$ cat src/rtl/slps_pkg.sv
package slps_pkg;

    localparam int unsigned CMD_W      = 2;
    localparam int unsigned PAT_W      = 4;
    localparam int unsigned MS_W       = 8;
    localparam int unsigned ELAPSED_W  = 14;
    localparam int unsigned INTERVAL_W = 12;
    localparam int unsigned STEP_W     = 4;
    localparam int unsigned LED_W      = 2;
    localparam int unsigned ROW_W      = 20;

    localparam logic [CMD_W-1:0] CMD_TICK    = 2'd0;
    localparam logic [CMD_W-1:0] CMD_REQUEST = 2'd1;
    localparam logic [CMD_W-1:0] CMD_FORCE   = 2'd2;

    localparam logic [PAT_W-1:0] PAT_POWER_ON     = 4'd0;
    localparam logic [PAT_W-1:0] PAT_ONLINE       = 4'd1;
    localparam logic [PAT_W-1:0] PAT_SCAN         = 4'd2;
    localparam logic [PAT_W-1:0] PAT_TRANSMISSION = 4'd4;
    localparam logic [PAT_W-1:0] PAT_SUCCEEDED    = 4'd5;
    localparam logic [PAT_W-1:0] PAT_FAILED       = 4'd6;
    localparam logic [PAT_W-1:0] PAT_NO_ID        = 4'd7;
    localparam logic [PAT_W-1:0] PAT_STANDBY      = 4'd10;
    localparam logic [PAT_W-1:0] PAT_COUNT        = 4'd11;

    typedef struct packed {
        logic [CMD_W-1:0] command;
        logic [PAT_W-1:0] status;
        logic [MS_W-1:0]  elapsed_ms;
    } t_in;

    typedef struct packed {
        logic             led_one;
        logic             led_two;
        logic             led_written;
        logic [PAT_W-1:0] shown_status;
        logic [PAT_W-1:0] pending_status;
    } t_out;

    typedef enum logic [1:0] {
        ST_IDLE,
        ST_DIV,
        ST_DONE
    } t_state;

    function automatic logic [INTERVAL_W-1:0] pat_interval(input logic [PAT_W-1:0] pat);
        logic [INTERVAL_W-1:0] v;
        unique case (pat)
            4'd0:    v = 12'd250;
            4'd1:    v = 12'd1000;
            4'd2:    v = 12'd100;
            4'd3:    v = 12'd250;
            4'd4:    v = 12'd200;
            4'd5:    v = 12'd1000;
            4'd6:    v = 12'd1000;
            4'd7:    v = 12'd500;
            4'd8:    v = 12'd200;
            4'd9:    v = 12'd3000;
            4'd10:   v = 12'd250;
            default: v = 12'd250;
        endcase
        return v;
    endfunction

    function automatic logic [ELAPSED_W-1:0] pat_cycle(input logic [PAT_W-1:0] pat);
        logic [ELAPSED_W-1:0] v;
        unique case (pat)
            4'd2:    v = 14'd800;
            4'd8:    v = 14'd4000;
            4'd9:    v = 14'd12000;
            4'd10:   v = 14'd2000;
            default: v = 14'd1000;
        endcase
        return v;
    endfunction

    function automatic logic [STEP_W-1:0] pat_words(input logic [PAT_W-1:0] pat);
        logic [STEP_W-1:0] v;
        unique case (pat)
            4'd1, 4'd5, 4'd6: v = 4'd1;
            4'd2, 4'd10:      v = 4'd8;
            4'd8:             v = 4'd10;
            4'd9:             v = 4'd4;
            default:          v = 4'd2;
        endcase
        return v;
    endfunction

    function automatic logic [LED_W-1:0] pat_word(input logic [PAT_W-1:0] pat,
                                                  input logic [STEP_W-1:0] idx);
        logic [ROW_W-1:0] row;
        unique case (pat)
            4'd0:    row = 20'h00003;
            4'd2:    row = 20'h00033;
            4'd3:    row = 20'h00002;
            4'd6:    row = 20'h00002;
            4'd7:    row = 20'h00003;
            4'd8:    row = 20'h00222;
            4'd9:    row = 20'h00021;
            default: row = 20'h00001;
        endcase
        if (idx >= 4'd10) begin
            return '0;
        end
        return row[{idx, 1'b0} +: LED_W];
    endfunction

endpackage

$ cat src/rtl/status_led_pattern_sequencer_core.sv
// Status LED pattern sequencer.
// Input channel (i_in_valid / o_in_stall) carries tick, request-status and
// force-status items; a transfer happens when valid is high and stall low.
// Output channel (o_out_valid / i_out_stall) returns one result per item:
// LED levels, whether a new word was shown, the playing and pending patterns.
// Configuration channel (i_cfg_valid / o_cfg_ready) writes the single
// device_id_missing bit; it is always ready.
// A tick passes from transfer to result through a load step, a bit-per-cycle
// restoring remainder of the 14-bit elapsed count by the pattern interval in
// one shared compare-subtract unit, and a commit step. Request, force and
// unknown commands go from the load step straight to commit. Items are
// handled one at a time; the next item may be transferred as soon as the
// previous result sits in the output register.
// If the receiver stalls, the result holds in the output register; a
// finished item then waits in its commit cycle until the register frees.
// Reset: power-on pattern, count, step and LEDs zero, no result pending.
module status_led_pattern_sequencer_core (
    input  logic          i_clk,
    input  logic          i_rst_n,
    input  logic          i_in_valid,
    output logic          o_in_stall,
    input  slps_pkg::t_in i_in,
    output logic          o_out_valid,
    input  logic          i_out_stall,
    output slps_pkg::t_out o_out,
    input  logic          i_cfg_valid,
    output logic          o_cfg_ready,
    input  logic          i_cfg_data
);

    localparam logic [slps_pkg::STEP_W-1:0] CNT_TOP = 4'(slps_pkg::ELAPSED_W - 1);

    slps_pkg::t_state r_state, n_state;

    logic                            r_id_missing;
    logic [slps_pkg::PAT_W-1:0]      r_cur, n_cur;
    logic [slps_pkg::PAT_W-1:0]      r_pend, n_pend;
    logic [slps_pkg::ELAPSED_W-1:0]  r_elapsed, n_elapsed;
    logic [slps_pkg::STEP_W-1:0]     r_step, n_step;
    logic [slps_pkg::LED_W-1:0]      r_led, n_led;
    logic                            r_out_valid, n_out_valid;
    slps_pkg::t_out                  r_out, n_out;

    logic [slps_pkg::CMD_W-1:0]      r_cmd, n_cmd;
    logic [slps_pkg::PAT_W-1:0]      r_req, n_req;
    logic [slps_pkg::ELAPSED_W-1:0]  r_sum, n_sum;
    logic [slps_pkg::INTERVAL_W-1:0] r_rem, n_rem;
    logic [slps_pkg::STEP_W-1:0]     r_cnt, n_cnt;

    logic [slps_pkg::INTERVAL_W-1:0] interval;
    logic [slps_pkg::INTERVAL_W:0]   trial;
    logic [slps_pkg::ELAPSED_W:0]    sum_wide;
    logic [slps_pkg::STEP_W-1:0]     idx;
    logic                            in_xfer;
    logic                            out_free;
    logic                            written;

    assign o_in_stall  = (r_state != slps_pkg::ST_IDLE);
    assign o_cfg_ready = 1'b1;
    assign o_out_valid = r_out_valid;
    assign o_out       = r_out;

    assign in_xfer  = i_in_valid && !o_in_stall;
    assign out_free = !r_out_valid || !i_out_stall;
    assign interval = slps_pkg::pat_interval(r_cur);
    assign trial    = {r_rem, r_sum[r_cnt]};
    assign sum_wide = {1'b0, r_elapsed} + {{(slps_pkg::ELAPSED_W - slps_pkg::MS_W + 1){1'b0}},
                                           i_in.elapsed_ms};

    always_ff @(posedge i_clk) begin
        if (!i_rst_n) begin
            r_state      <= slps_pkg::ST_IDLE;
            r_id_missing <= 1'b0;
            r_cur        <= slps_pkg::PAT_POWER_ON;
            r_pend       <= slps_pkg::PAT_POWER_ON;
            r_elapsed    <= '0;
            r_step       <= '0;
            r_led        <= '0;
            r_out_valid  <= 1'b0;
        end else begin
            r_state     <= n_state;
            r_cur       <= n_cur;
            r_pend      <= n_pend;
            r_elapsed   <= n_elapsed;
            r_step      <= n_step;
            r_led       <= n_led;
            r_out_valid <= n_out_valid;
            if (i_cfg_valid && o_cfg_ready) begin
                r_id_missing <= i_cfg_data;
            end
        end
    end

    always_ff @(posedge i_clk) begin
        r_out <= n_out;
        r_cmd <= n_cmd;
        r_req <= n_req;
        r_sum <= n_sum;
        r_rem <= n_rem;
        r_cnt <= n_cnt;
    end

    always_comb begin
        n_state     = r_state;
        n_cur       = r_cur;
        n_pend      = r_pend;
        n_elapsed   = r_elapsed;
        n_step      = r_step;
        n_led       = r_led;
        n_out       = r_out;
        n_out_valid = r_out_valid && i_out_stall;
        n_cmd       = r_cmd;
        n_req       = r_req;
        n_sum       = r_sum;
        n_rem       = r_rem;
        n_cnt       = r_cnt;
        idx         = '0;
        written     = 1'b0;

        unique case (r_state)
            slps_pkg::ST_IDLE: begin
                if (in_xfer) begin
                    n_cmd = i_in.command;
                    n_req = i_in.status;
                    n_sum = sum_wide[slps_pkg::ELAPSED_W-1:0];
                    n_rem = '0;
                    n_cnt = CNT_TOP;
                    if (i_in.command == slps_pkg::CMD_TICK) begin
                        n_state = slps_pkg::ST_DIV;
                    end else begin
                        n_state = slps_pkg::ST_DONE;
                    end
                end
            end
            slps_pkg::ST_DIV: begin
                if (trial >= {1'b0, interval}) begin
                    n_rem = slps_pkg::INTERVAL_W'(trial - {1'b0, interval});
                end else begin
                    n_rem = trial[slps_pkg::INTERVAL_W-1:0];
                end
                if (r_cnt == '0) begin
                    n_state = slps_pkg::ST_DONE;
                end else begin
                    n_cnt = r_cnt - 1'b1;
                end
            end
            slps_pkg::ST_DONE: begin
                if (out_free) begin
                    case (r_cmd)
                        slps_pkg::CMD_TICK: begin
                            n_elapsed = r_sum;
                            if (r_rem == '0) begin
                                idx = (r_step >= slps_pkg::pat_words(r_cur)) ? '0 : r_step;
                                n_led   = slps_pkg::pat_word(r_cur, idx);
                                n_step  = idx + 1'b1;
                                written = 1'b1;
                            end
                            if (r_sum >= slps_pkg::pat_cycle(r_cur)) begin
                                n_elapsed = '0;
                                n_step    = '0;
                                if (r_pend != slps_pkg::PAT_STANDBY) begin
                                    n_cur = r_pend;
                                    if (r_pend != slps_pkg::PAT_TRANSMISSION &&
                                        r_pend != slps_pkg::PAT_SUCCEEDED &&
                                        r_pend != slps_pkg::PAT_FAILED &&
                                        r_pend != slps_pkg::PAT_SCAN) begin
                                        n_pend = slps_pkg::PAT_STANDBY;
                                    end
                                end
                            end
                        end
                        slps_pkg::CMD_REQUEST: begin
                            if (r_req < slps_pkg::PAT_COUNT) begin
                                if (r_id_missing && r_req != slps_pkg::PAT_POWER_ON) begin
                                    n_pend = slps_pkg::PAT_NO_ID;
                                end else if (r_pend == slps_pkg::PAT_STANDBY) begin
                                    n_pend = r_req;
                                end else if (r_req != slps_pkg::PAT_ONLINE) begin
                                    n_pend = r_req;
                                end
                            end
                        end
                        slps_pkg::CMD_FORCE: begin
                            if (r_req < slps_pkg::PAT_COUNT) begin
                                n_cur     = r_req;
                                n_elapsed = '0;
                                n_step    = '0;
                            end
                        end
                        default: begin
                        end
                    endcase
                    n_out.led_one        = n_led[0];
                    n_out.led_two        = n_led[1];
                    n_out.led_written    = written;
                    n_out.shown_status   = n_cur;
                    n_out.pending_status = n_pend;
                    n_out_valid          = 1'b1;
                    n_state              = slps_pkg::ST_IDLE;
                end
            end
            default: begin
                n_state = slps_pkg::ST_IDLE;
            end
        endcase
    end

    a_stall_after_xfer: assert property (@(posedge i_clk) disable iff (!i_rst_n)
        in_xfer |=> o_in_stall)
        else $error("input not stalled after transfer");

    a_cur_range: assert property (@(posedge i_clk) disable iff (!i_rst_n)
        r_cur < slps_pkg::PAT_COUNT)
        else $error("current pattern out of range");

    a_pend_range: assert property (@(posedge i_clk) disable iff (!i_rst_n)
        r_pend < slps_pkg::PAT_COUNT)
        else $error("pending pattern out of range");

    a_rem_bound: assert property (@(posedge i_clk) disable iff (!i_rst_n)
        (r_state == slps_pkg::ST_DIV) |-> (r_rem < interval))
        else $error("remainder not below interval");

    a_result_from_commit: assert property (@(posedge i_clk) disable iff (!i_rst_n)
        $rose(o_out_valid) |-> $past(r_state == slps_pkg::ST_DONE))
        else $error("result loaded outside commit");

endmodule

$ cat config.mk
export PLATFORM = sky130hd
export DESIGN_NAME = status_led_pattern_sequencer_core
export DESIGN_NICKNAME = d
export VERILOG_FILES = /design/src/rtl/slps_pkg.sv /design/src/rtl/status_led_pattern_sequencer_core.sv
export SDC_FILE = /design/constraint.sdc
export NUM_CORES = 1
export LEC_CHECK = 0
export ABC_CLOCK_PERIOD_IN_PS = 3100
export BUFFER_PORTS_ARGS = -buffer_cell sky130_fd_sc_hd__buf_4
export CAP_MARGIN = 20
export CELL_PAD_IN_SITES_DETAIL_PLACEMENT = 1
export CELL_PAD_IN_SITES_GLOBAL_PLACEMENT = 1
export CORE_MARGIN = 2
export CORE_UTILIZATION = 43
export CTS_CLUSTER_SIZE = 30
export DETAILED_ROUTE_END_ITERATION = 7
export HOLD_SLACK_MARGIN = 0.15
export PLACE_DENSITY_LB_ADDON = 0.1
export SYNTH_ARGS = -nofsm -noshare
export SYNTH_HDL_FRONTEND = slang
export SYNTH_SLANG_ARGS = --single-unit
export TNS_END_PERCENT = 100
$ cat constraint.sdc
create_clock -name i_clk -period 3.1 [get_ports i_clk]
set_input_delay 0.465 -clock i_clk [delete_from_list [all_inputs] [get_ports i_clk]]
set_output_delay 0.465 -clock i_clk [all_outputs]
set_load 0.02 [all_outputs]
# After elaboration in Yosys (flattened, before gate mapping)
# Memories as Yosys holds them, arrays and structs flattened. A register that Yosys moved wholly into a read port is not among the register bits.
# Cells that the tools add are included.
dict set report totals {
  regBits 79
  mem_bits_ro 160
  elab_cells 148
  n_memories 1
}
dict set report classes {
  add_sub_neg 4
  order_cmp 6
  n_eq_ne 26
  shifts 1
  n_mux 61
  n_reduce_logical 31
}
# memory words width rd rd_ports_with_merged_regs wr line_no
set mem_list {}
lappend mem_list {{(name not given)} 16 10 1 1 0 slps_pkg.sv:48} ;# unique case (pat)
# cell count
set ops {}
lappend ops {{$mux 4} 22}
lappend ops {{$mux 20} 4}
lappend ops {{$mux 14} 5}
lappend ops {{$pmux 14 s4} 1}
lappend ops {{$pmux 10 s5} 1}
lappend ops {{$pmux 4 s2} 4}
lappend ops {{$pmux 14 s2} 1}
lappend ops {{$mux 12} 2}
lappend ops {{$pmux 12 s2} 1}
lappend ops {{$shiftx 20x6->2} 1}
lappend ops {{$eq 4x4->1 const B} 4}
lappend ops {{$mux 2} 8}
lappend ops {{$pmux 4 s4} 1}
lappend ops {{$add 14x8->14} 1}
lappend ops {{$ge 14x14->1} 1}
lappend ops {{$ge 13x12->1} 1}
lappend ops {{$eq 4x3->1 const B} 3}
lappend ops {{$logic_not 12->1} 1}
lappend ops {{$ne 4x3->1 const B} 3}
lappend ops {{$sub 12x12->12} 1}
lappend ops {{$ne 2x2->1 const B} 5}
lappend ops {{$mux 1} 9}
lappend ops {{$eq 4x2->1 const B} 2}
lappend ops {{$logic_not 4->1} 2}
lappend ops {{27 further kinds} 45}

# Longest topological paths before layout
# Gate-level depths: netlist of run 1.
dict set report logic_depth {
  word_depth 18
  depth_mapped 18
  ltp_nobuf 17
}

# Worst setup path before layout of run 1
# OpenSTA, ideal clock, no wires.
dict set report synth_timing {
  path_kind {register to register}
  from {register r_cur[3] (netlist bit)}
  to {register interval[4] (netlist name)}
  setup_time_ns 0.079
  arrival_ns 3.238
  slack_ns -0.218
  path_stages_with_launch 17
  path_buffers 1
  synth_period_minus_slack_ns 3.318
  cell_sequence {dfxtp_1 clkbuf_1 nand2_1 nor2_1 inv_1 ha_1 a211o_1 a21oi_1 o21ai_2 o21ai_1 nor2_1 a221oi_2 nor2_1 inv_1 ha_1 mux2_4 a22oi_1}
}
dict set report synth_between {
  elab_chain_cells 10
  elab_cells_between_ends 15
  classes_between {1 x order compare; 4 x eq/ne; 10 x mux}
}
# element line_no
set synth_lines {}
lappend synth_lines {{start: declaration} status_led_pattern_sequencer_core.sv:36} ;# logic [slps_pkg::PAT_W-1:0] r_cur, n_cur;
lappend synth_lines {{start signal: assignment} status_led_pattern_sequencer_core.sv:74} ;# r_cur <= slps_pkg::PAT_POWER_ON;
lappend synth_lines {{start signal: assignment} status_led_pattern_sequencer_core.sv:82} ;# r_cur <= n_cur;
lappend synth_lines {{$eq 4x4->1 or $eq 4x2->1 (tied branches)} slps_pkg.sv:67} ;# unique case (pat)
lappend synth_lines {{$pmux 14 s4} slps_pkg.sv:67}
lappend synth_lines {{$mux 14} status_led_pattern_sequencer_core.sv:149} ;# case (r_cmd)
lappend synth_lines {{$mux 14} status_led_pattern_sequencer_core.sv:148} ;# if (out_free) begin
lappend synth_lines {{$mux 14} status_led_pattern_sequencer_core.sv:120} ;# unique case (r_state)
lappend synth_lines {{$ge 14x14->1} status_led_pattern_sequencer_core.sv:158} ;# if (r_sum >= slps_pkg::pat_cycle(r_cur)) begin
lappend synth_lines {{$mux 4} status_led_pattern_sequencer_core.sv:158}
lappend synth_lines {{$pmux 4 s2} status_led_pattern_sequencer_core.sv:149}
lappend synth_lines {{$mux 4 (no line) * (2 in series)} --}
# Every way passes the cells marked *; elsewhere a longest branch is shown, timed or not. The select of a mux whose other input is x is not followed.
# A chain may end at the register's enable or synchronous reset.

# Final worst setup path of run 1
dict set report layout_timing {
  from {register r_cur[0] (netlist bit)}
  to {register interval[4] (netlist name)}
}
dict set report layout_between {
  elab_chain_cells 10
  elab_cells_between_ends 15
  classes_between {1 x order compare; 4 x eq/ne; 10 x mux}
}
# element line_no
set layout_lines {}
lappend layout_lines {{$eq 4x4->1 or $eq 4x2->1 (tied branches)} slps_pkg.sv:67}
lappend layout_lines {{$pmux 14 s4} slps_pkg.sv:67}
lappend layout_lines {{$mux 14} status_led_pattern_sequencer_core.sv:149}
lappend layout_lines {{$mux 14} status_led_pattern_sequencer_core.sv:148}
lappend layout_lines {{$mux 14} status_led_pattern_sequencer_core.sv:120}
lappend layout_lines {{$ge 14x14->1} status_led_pattern_sequencer_core.sv:158}
lappend layout_lines {{$mux 4} status_led_pattern_sequencer_core.sv:158}
lappend layout_lines {{$pmux 4 s2} status_led_pattern_sequencer_core.sv:149}
lappend layout_lines {{$mux 4 (no line) * (2 in series)} --}
# Marks and branches as above.

==> results of run 1 <==
## cell families (layout without fill, tap and decap cells)
logic type               Yosys count  after routing  synth area share
flip-flops                        89             89             0.416
AND/OR/NAND/NOR                  189            189             0.169
multiplexers                      12             12            0.0305
buffers and inverters             67            133            0.0503
XOR/XNOR                          18             18            0.0291
AO/OA/AOI/OAI                    158            158             0.210
adder cells (fa/ha/maj)           40             40            0.0951
other                              1              1          0.000692
## worst max-delay path: stages (launching register included)
cell and delay, ps:
dfxtp_4 380, nor2_4 120, and3_4 210, inv_1 70, ha_4 270, a21o_1 150
a21oi_2 90, a211o_1 340, a21oi_2 180, o21bai_1 90, a221oi_2 320, nor2_2 80
inv_2 100, ha_4 210, mux2_4 260, a22oi_2 120
## layout by cell type, fill, tap and decap left out, drive strengths merged, types with 4 or more instances in the layout
cell type,n
a211oi,7
a21boi,8
a21o,10
a21oi,37
a22oi,18
and2,4
and3,6
buf,70
bufinv,4
clkbuf,10
dfxtp,42
edfxtp,47
ha,38
inv,47
mux2i,6
nand2,54
nand2b,12
nand3,12
nor2,61
nor2b,8
nor3,8
nor4,6
o211ai,6
o21a,7
o21ai,28
o31a,6
or3,6
xnor2,15
## final timing paths
path / to / slack, ps / cells after the start
hold reg to reg: r_led[1]$_SDFFE_PN0P_ / 510 / 2
setup reg to reg: interval[4]$_DFF_P_ / 30 / 15
setup / recovery: interval[4]$_DFF_P_ / 30 / 15
hold / removal: r_req[0]$_DFFE_PP_ / 280 / 1
## registers in the layout (all words and copies together), names as in the netlist, 4 cells and up
signal and count:
r_rem 12, r_step 4, r_req 4, o_out 11
r_sum 14, r_pend 4, r_cur 4, interval 10
r_cnt 4, r_elapsed 14
## per-stage QoR
step / utilization / hold WS [ps] / TNS [ps] / std cells
after floorplan: - / 454 / 0 / 574
after global placement: 0.483 / 462 / 0 / 788
after detailed placement: 0.483 / 473 / -67.9 / 788
after CTS: 0.513 / 273 / -15.5 / 804
after global routing: 0.529 / 275 / -510 / 812
final: 0.529 / 284 / 0 / 812
## cell type report
cell class / count / share of cell area
well taps: 172 / 0.0326
clock inverters: 6 / 0.0197
inverters: 47 / 0.0275
repair buffers: 70 / 0.0813
clock buffers: 10 / 0.0347
multi-input cells: 418 / 0.461
flip-flops and latches: 89 / 0.343
## routing by layer
| metal | global-route usage | share of wire |
|---|---|---|
| met3 | 0.0420 | 0.028 |
| met5 | 0 | 0 |
| met4 | 0.0754 | 0.015 |
| met2 | 0.381 | 0.50 |
| met1 | 0.298 | 0.46 |
## repair_timing
item | CTS | global route
endpoints found under the hold margin | 0 | 0
endpoints found under the setup margin | 3 | 21
gates cloned | 0 | 0
pin swaps | 1 | 18
resized for setup | 5 | 29
buffers inserted | 0 | 8
## where the power goes
part,total [uW],internal (uW),switching (uW)
Combinational,676,293,383
Sequential,1420,1330,82.3
Clock,1330,867,466
Total,3430,2490,932
==> results_dict.tcl, run 1 <==
set metrics [dict create \
    avgRoutedWirePerCell_um 18.5 \
    critPathArrivalTime_ps 3350 \
    rsz0062_at_grt "true" \
    fp.coreArea_mm2 0.0125 \
    worst_ep_required_time_ps 3380 \
    setup_ws_ps 27.0 \
    drcViolationCount 0 \
    row_count 41 \
    p_per_area_mw_per_mm2 519 \
    fin_crit_sh 0.991 \
    fin_worst_skew_ps 6.42 \
    drive_gt1_frac 0.220 \
    die_area_mm2 0.0135 \
    cts_tree "built" \
    cts.clk_slew.worst_paths_ps 60 \
    multi_input_area_mm2 0.00304 \
    pin_count 34 \
    crit_fanout 4 \
    nNetsFinal 695 \
    synth_commonest_cells "59 x nor2_1, 53 x nand2_1, 47 x edfxtp_1" \
    syn-num-nets 634 \
    clock_latency_ps 360 \
    drt_wl_total_um 15100 \
    setup_violations 0 \
    port_buffers 32 \
    grt_start_max_net_pins 29 \
    slew-limit-headroom 0.397 \
    ir_worst_vdd_v 0.000309 \
    start_util 0.435 \
    place.gp.congestion 0.832 \
    fin_area_mm2 0.00660 \
    diodes 0 \
    ys_seq_elements 89 \
    root_buffer "clkbuf_16" \
    pre_cts_slack_ps -67.9 \
    place_hpwl_um 10800 \
    fillCellCount 1437 \
    drv_cap 0 \
    syn_inst 574 \
    min_from "i_in[8]" \
    cts-buffers-inserted 9 \
    synth_most_common_cell "nor2_1" \
    critPathLaunch "r_cur[0]$_SDFFE_PN0P_" \
    clockBufferDepth 2 \
    yosysUniqueCellTypes 76 \
    maxSlewViolCount 0 \
    die_x_um 116 \
    worstMarginPinSlew_ps 903 \
    die_h_um 116 \
    drt-initial-drc-count 269 \
    ys_seq_area_frac 0.416 \
    viasPerCell 5.52 \
    drt-pass1-iter-count 4 \
    total_power_uw 3430 \
    r2r_start "r_cur[0]$_SDFFE_PN0P_" \
    fmax_mhz 325 \
    synthArstFlopShare 0 \
    synth.top_cell.area_share 0.260 \
    synthesis.area_mm2 0.00542 \
    synth_top_area_cell "edfxtp_1" \
    outcome "finished, final reports clean" \
    cts_max_level 3 \
    synthToLayoutAreaGrowth_pct 21.8 \
    synth_ff_type "edfxtp_1" \
    first_global_vias 4639 \
    fin_crit_ps 3070 \
    hold_class "in2reg" \
    hold_viol 0 \
    track_usage 0.228 \
    synth.area.top_cells "edfxtp_1 26%, dfxtp_1 16%, ha_1 8.8%" \
    vias 4481 \
    register_area_mm2 0.00226 \
    hold_buffers 0 \
    cts_sinks 89 \
    crit_type "reg2reg" \
    endpoint_kind "flip-flop" \
    avgSynthCellArea_um2 9.44 \
    p_leak_uw 0.00273 \
    yosys_warnings 0 \
    grt_antenna_before_repair 0 \
    ant_nets 0 \
    grt_pass1_wl_um 23600 \
    synth_edf_count 47 \
    grt.overflow.total 0 \
    worst_setup_path_start_kind "flip-flop" \
    postPlaceCellArea_mm2 0.00603 \
]
No activity file was read; power rests on OpenSTA's default activity.
==> inputs of run 2 (changes only) <==
--- a/config.mk
+++ b/config.mk
@@ -7,7 +7,7 @@
 export LEC_CHECK = 0
 export ABC_CLOCK_PERIOD_IN_PS = 3100
 export BUFFER_PORTS_ARGS = -buffer_cell sky130_fd_sc_hd__buf_4
-export CAP_MARGIN = 20
+export CAP_MARGIN = 5
 export CELL_PAD_IN_SITES_DETAIL_PLACEMENT = 1
 export CELL_PAD_IN_SITES_GLOBAL_PLACEMENT = 1
 export CORE_MARGIN = 2
@@ -16,6 +16,7 @@
 export DETAILED_ROUTE_END_ITERATION = 7
 export HOLD_SLACK_MARGIN = 0.15
 export PLACE_DENSITY_LB_ADDON = 0.1
+export SETUP_SLACK_MARGIN = 0.5
 export SYNTH_ARGS = -nofsm -noshare
 export SYNTH_HDL_FRONTEND = slang
 export SYNTH_SLANG_ARGS = --single-unit
==> run 2 against run 1 <==
Effect of this change:
- setup slack worse by 15 ps
- die area stayed put
- cell count rose by 5.9%
- total power up 2.7%
- sequential share of layout area down 3.7 points
- first-iteration DRC count increased by 5.6%
- largest power group unchanged
==> results_dict.tcl, run 2 (synthesized netlist as in run 1, its figures left out) <==
set metrics [dict create \
    crit_fanout 6 \
    maxSlewViolCount 0 \
    grt.overflow.total 0 \
    fin_crit_ps 3090 \
    reg_top3 "r_elapsed x14, r_sum x14, r_rem x12" \
    drv_cap 0 \
    p_per_area_mw_per_mm2 475 \
    hold_viol 0 \
    drive_gt1_frac 0.374 \
    die_area_mm2 0.0135 \
    fmax_mhz 324 \
    pre_cts_slack_ps -33.0 \
    worst_ep_required_time_ps 3340 \
    setup_violations 0 \
    grt-busiest-layer "met2" \
    viasPerCell 5.60 \
    start_util 0.435 \
    grtUsageMet3 0.0560 \
    multi_input_area_mm2 0.00344 \
    register_area_mm2 0.00227 \
    cts-buffers-inserted 9 \
    drt-initial-drc-count 284 \
    endpoint_kind "flip-flop" \
    diodes 0 \
    slew-limit-headroom 0.446 \
    fin_crit_sh 0.996 \
    avgRoutedWirePerCell_um 20.3 \
    rsz0062_at_grt "true" \
    layout_common_cells "94 x buf_4, 52 x nor2_1, 47 x edfxtp_1" \
    fp.coreArea_mm2 0.0125 \
    synthToLayoutAreaGrowth_pct 36.6 \
    drcViolationCount 0 \
    place.gp.congestion 0.844 \
    clockBufferDepth 2 \
    outcome "finished, final reports clean" \
    row_count 41 \
    cts.clk_slew.worst_paths_ps 70 \
    die_h_um 116 \
    met2_usage 0.435 \
    track_usage 0.245 \
    first_global_vias 4845 \
    grt_antenna_before_repair 0 \
    nNetsFinal 743 \
    ant_nets 0 \
    grt_pass1_wl_um 25300 \
    worst_setup_path_start_kind "flip-flop" \
    root_buffer "clkbuf_16" \
    fin_worst_skew_ps 7.07 \
    cts_tree "built" \
    pin_count 34 \
    drt_wl_total_um 17500 \
    critPathArrivalTime_ps 3330 \
    p_leak_uw 0.00304 \
    clock_latency_ps 350 \
    vias 4818 \
    port_buffers 32 \
    layout_commonest_cell "buf_4" \
    place_hpwl_um 10600 \
    globalRouteMet1Util 0.301 \
    hold_class "in2reg" \
    grt_start_max_net_pins 29 \
    drt-pass1-iter-count 5 \
    worstMarginPinSlew_ps 829 \
    die_x_um 116 \
    setup_ws_ps 11.5 \
    cts_max_level 3 \
    cts_sinks 89 \
    fillCellCount 1362 \
    fin_tns_setup_ps 0 \
    crit_type "reg2reg" \
    ir_worst_vdd_v 0.000259 \
]
-- run 2: cell types whose count changed in the layout (fill, tap and decap cells not counted), sizes merged --
| cell | change |
|---|---|
| buf | +47 |
| bufinv | -2 |
| clkbuf | +2 |
| nand2 | +1 |
-- run 2: layer usage --
| layer | vias to the layer above | routed length, um |
|---|---|---|
| met5 | - | 0 |
| li1 | 2292 | - |
| met2 | 72 | 9360 |
| met1 | 2426 | 7310 |
| met3 | 28 | 458 |
| met4 | 0 | 350 |
-- run 2: critical path: stages (launching register included) --
cell	delay (ps)
dfxtp_4	390
a21oi_4	130
nand2_1	80
ha_1	270
nor2b_4	130
nand4_1	190
buf_4	220
a211oi_4	300
nor2_4	70
o31a_1	300
and2_4	180
nand2_4	90
buf_4	140
inv_6	40
ha_1	180
mux2i_1	170
nor2_1	70
-- run 2: final cells by class --
cell class                 count  area share
clock buffer                  12      0.0319
clock inverter                 4      0.0105
inverter                      47      0.0262
multi-input combinational    419       0.465
sequential                    89       0.306
tap                          172      0.0291
timing repair buffer         117       0.131
-- run 2: repair_timing --
item | 4_1_cts | 5_1_grt
pin swaps | 43 | 44
setup endpoints to repair | 44 | 61
hold buffers | 0 | 0
endpoints found under the hold margin | 0 | 0
resized for setup | 62 | 78
setup buffers | 36 | 22
gates cloned | 0 | 2
-- run 2: stage by stage --
stage           util  hold WS [ps]  std cells  total power, uW  cell area, um2
3_5_place_dp   0.488           477        784             2070            6080
3_3_place_gp   0.488           464        784             2040            6080
4_1_cts        0.553           274        836             3380            6890
2_1_floorplan      -           454        574             1850            5540
5_1_grt        0.594           279        860             3650            7400
6_report       0.594           283        860             3520            7400
-- run 2: final timing paths --
kind | from | to | slack, ps | cells after the start
worst max register to register | r_cur[0]$_SDFFE_PN0P_ | interval[2]$_SDFF_PP0_ | 10 | 16
worst min register to register | r_led[0]$_SDFFE_PN0P_ | r_led[0]$_SDFFE_PN0P_ | 510 | 2
worst min-delay path | i_in[11] | r_req[3]$_DFFE_PP_ | 280 | 1
worst max-delay path | r_cur[0]$_SDFFE_PN0P_ | interval[2]$_SDFF_PP0_ | 10 | 16
-- run 2: where the power goes --
group          internal [uW]  switching (uW)
registers               1330            94.4
logic                    420             480
clock network            711             481
==> inputs of run 3 (changes only) <==
--- a/config.mk
+++ b/config.mk
@@ -16,7 +16,7 @@
 export DETAILED_ROUTE_END_ITERATION = 7
 export HOLD_SLACK_MARGIN = 0.15
 export PLACE_DENSITY_LB_ADDON = 0.1
-export SETUP_SLACK_MARGIN = 0.5
+export SETUP_SLACK_MARGIN = 0.3
 export SYNTH_ARGS = -nofsm -noshare
 export SYNTH_HDL_FRONTEND = slang
 export SYNTH_SLANG_ARGS = --single-unit
==> run 3 against run 2 <==
Effect of this change:
- clock skew increased by 2.5 ps
- total power decreased by 4.9%
- global-route usage decreased by 0.39 points
- register-to-register slack improved by 70 ps
- non-clock buffer count decreased by 12
- flip-flop and latch count unchanged
- sequential share of layout area increased by 1.4 points
- routed wire length decreased by 6.7%
- cell area decreased by 4.5%
- via count decreased by 2.2%
==> results_dict.tcl, run 3 (synthesized netlist as in run 1, its figures left out) <==
set metrics [dict create \
    outcome "finished, final reports clean" \
    worst_ep_required_time_ps 3350 \
    maxSlewViolCount 0 \
    fin_area_mm2 0.00707 \
    p_sw_uw 1010 \
    pin_count 34 \
    cts.clk_slew.worst_paths_ps 70 \
    nNetsFinal 730 \
    cp_slowest_stage_delay_ps 390 \
    ir_worst_vdd_v 0.000343 \
    p_int_uw 2340 \
    r2r_start "r_cur[1]$_SDFFE_PN0P_" \
    fp.coreArea_mm2 0.0125 \
    clockBufferDepth 2 \
    die_h_um 116 \
    grt_antenna_before_repair 0 \
    r2r_cells 15 \
    seq_power_share 0.425 \
    start_util 0.435 \
    hold_class "in2reg" \
    fin_crit_sh 0.974 \
    postPlaceCellArea_mm2 0.00606 \
    p_per_area_mw_per_mm2 473 \
    path_depth 15 \
    avgRoutedWirePerCell_um 19.2 \
    drt_wl_total_um 16300 \
    cpMaxStageDelayCell "dfxtp_4" \
    layout_commonest_cell "buf_4" \
    fin_tns_setup_ps 0 \
    synthToLayoutAreaGrowth_pct 30.4 \
    critPathTopFamily "compound AO/OA/AOI/OAI gates" \
    reg2reg_slack_ps 80 \
    drv_cap 0 \
    ant_nets 0 \
    rsz0062_at_grt "true" \
    fin_crit_ps 3020 \
    cts_sinks 89 \
    crit_path_end "interval[8]$_DFF_P_" \
    pwr-share-comb 0.241 \
    layout_common_cells "97 x buf_4, 56 x nor2_1, 47 x edfxtp_1" \
    setup_violations 0 \
    clock_latency_ps 360 \
    place_hpwl_um 10800 \
    drcViolationCount 0 \
    crit_fanout 5 \
    fin_cells 847 \
    grt_pass1_wl_um 24800 \
    drt-initial-drc-count 257 \
    fmax_mhz 331 \
    drt-pass1-iter-count 5 \
    place.gp.congestion 0.904 \
    cts_tree "built" \
    critPathLaunch "r_cur[1]$_SDFFE_PN0P_" \
    reg2reg_to "interval[8]$_DFF_P_" \
    crit_type "reg2reg" \
    first_global_vias 4868 \
    cp_common_cell "buf_6" \
    p_sw_frac 0.302 \
    die_x_um 116 \
    path_buf_inv 4 \
    worst_setup_path_start_kind "flip-flop" \
    p_clk_frac 0.334 \
    die_area_mm2 0.0135 \
    row_count 41 \
    hold_viol 0 \
    fin_worst_skew_ps 9.58 \
    cts-buffers-inserted 9 \
    worstMarginPinSlew_ps 874 \
    slew-limit-headroom 0.417 \
    path_cells "buf_6 > nand2_8 > nor3_4 > ha_1 > a21o_1 > a21oi_2 > o21a_1 > a21oi_2 > buf_4 > buf_6 > buf_6 > o221ai_4 > a31o_4 > and2b_4 > a32o_2" \
    hold_buffers 0 \
    grt.overflow.total 0 \
    track_usage 0.241 \
    p_leak_uw 0.00291 \
    endpoint_kind "flip-flop" \
    critPathArrivalTime_ps 3270 \
    root_buffer "clkbuf_16" \
    diodes 0 \
    cts_max_level 3 \
    pre_cts_slack_ps -12.5 \
    total_power_uw 3350 \
    setup_ws_ps 80.0 \
    viasPerCell 5.57 \
    dp_cells 786 \
    reg_top3 "r_elapsed x14, r_sum x14, r_rem x12" \
    drive_gt1_frac 0.319 \
    grt_start_max_net_pins 29 \
    vias 4714 \
    port_buffers 32 \
]
run 3: power groups by stage:
stage / clock network [uW] / registers (uW) / logic (uW)
6_report: 1120 / 1420 / 806
5_1_grt: 1170 / 1430 / 875
4_1_cts: 1140 / 1420 / 696
3_5_place_dp: 0 / 1440 / 627
3_3_place_gp: 0 / 1440 / 605
2_1_floorplan: 0 / 1420 / 426
run 3: metrics by stage:
stage	hold WS [ps]	util
2_1_floorplan	454	-
3_5_place_dp	503	0.486
4_1_cts	277	0.539
6_report	283	0.567
3_3_place_gp	462	0.486
5_1_grt	280	0.567
run 3: cell type report:
| cell class | instances | area (um2) |
|---|---|---|
| clock buffers | 10 | 229 |
| fillers | 1376 | 5400 |
| repair buffers | 105 | 818 |
| flip-flops and latches | 89 | 2270 |
| multi-input cells | 418 | 3280 |
| inverters | 47 | 189 |
| well taps | 172 | 215 |
| clock inverters | 6 | 67.6 |
run 3: what timing repair did:
action | in CTS | in global routing
gates resized for setup | 39 | 50
gates cloned | 0 | 0
hold endpoints to repair | 0 | 0
endpoints found under the setup margin | 27 | 34
pin swaps | 30 | 55
buffers inserted | 26 | 19
run 3: per-layer routing:
metal,GRT usage,up-vias,part of all wire
met4,0.105,0,0.026
met2,0.411,80,0.51
met3,0.0483,23,0.042
met1,0.296,2346,0.42
li1,-,2265,-
met5,0,-,0
run 3: how the worst min path moves through the flow:
stage	from	end	slack, ps	cells after the start
2_1_floorplan	r_led[0]$_SDFFE_PN0P_	r_led[0]$_SDFFE_PN0P_	450	2
5_1_grt	i_in[10]	r_req[2]$_DFFE_PP_	280	1
4_1_cts	i_in[10]	r_req[2]$_DFFE_PP_	280	1
3_5_place_dp	r_led[0]$_SDFFE_PN0P_	r_led[0]$_SDFFE_PN0P_	500	2
3_3_place_gp	r_led[0]$_SDFFE_PN0P_	r_led[0]$_SDFFE_PN0P_	460	2
6_report	i_in[8]	r_req[0]$_DFFE_PP_	280	1
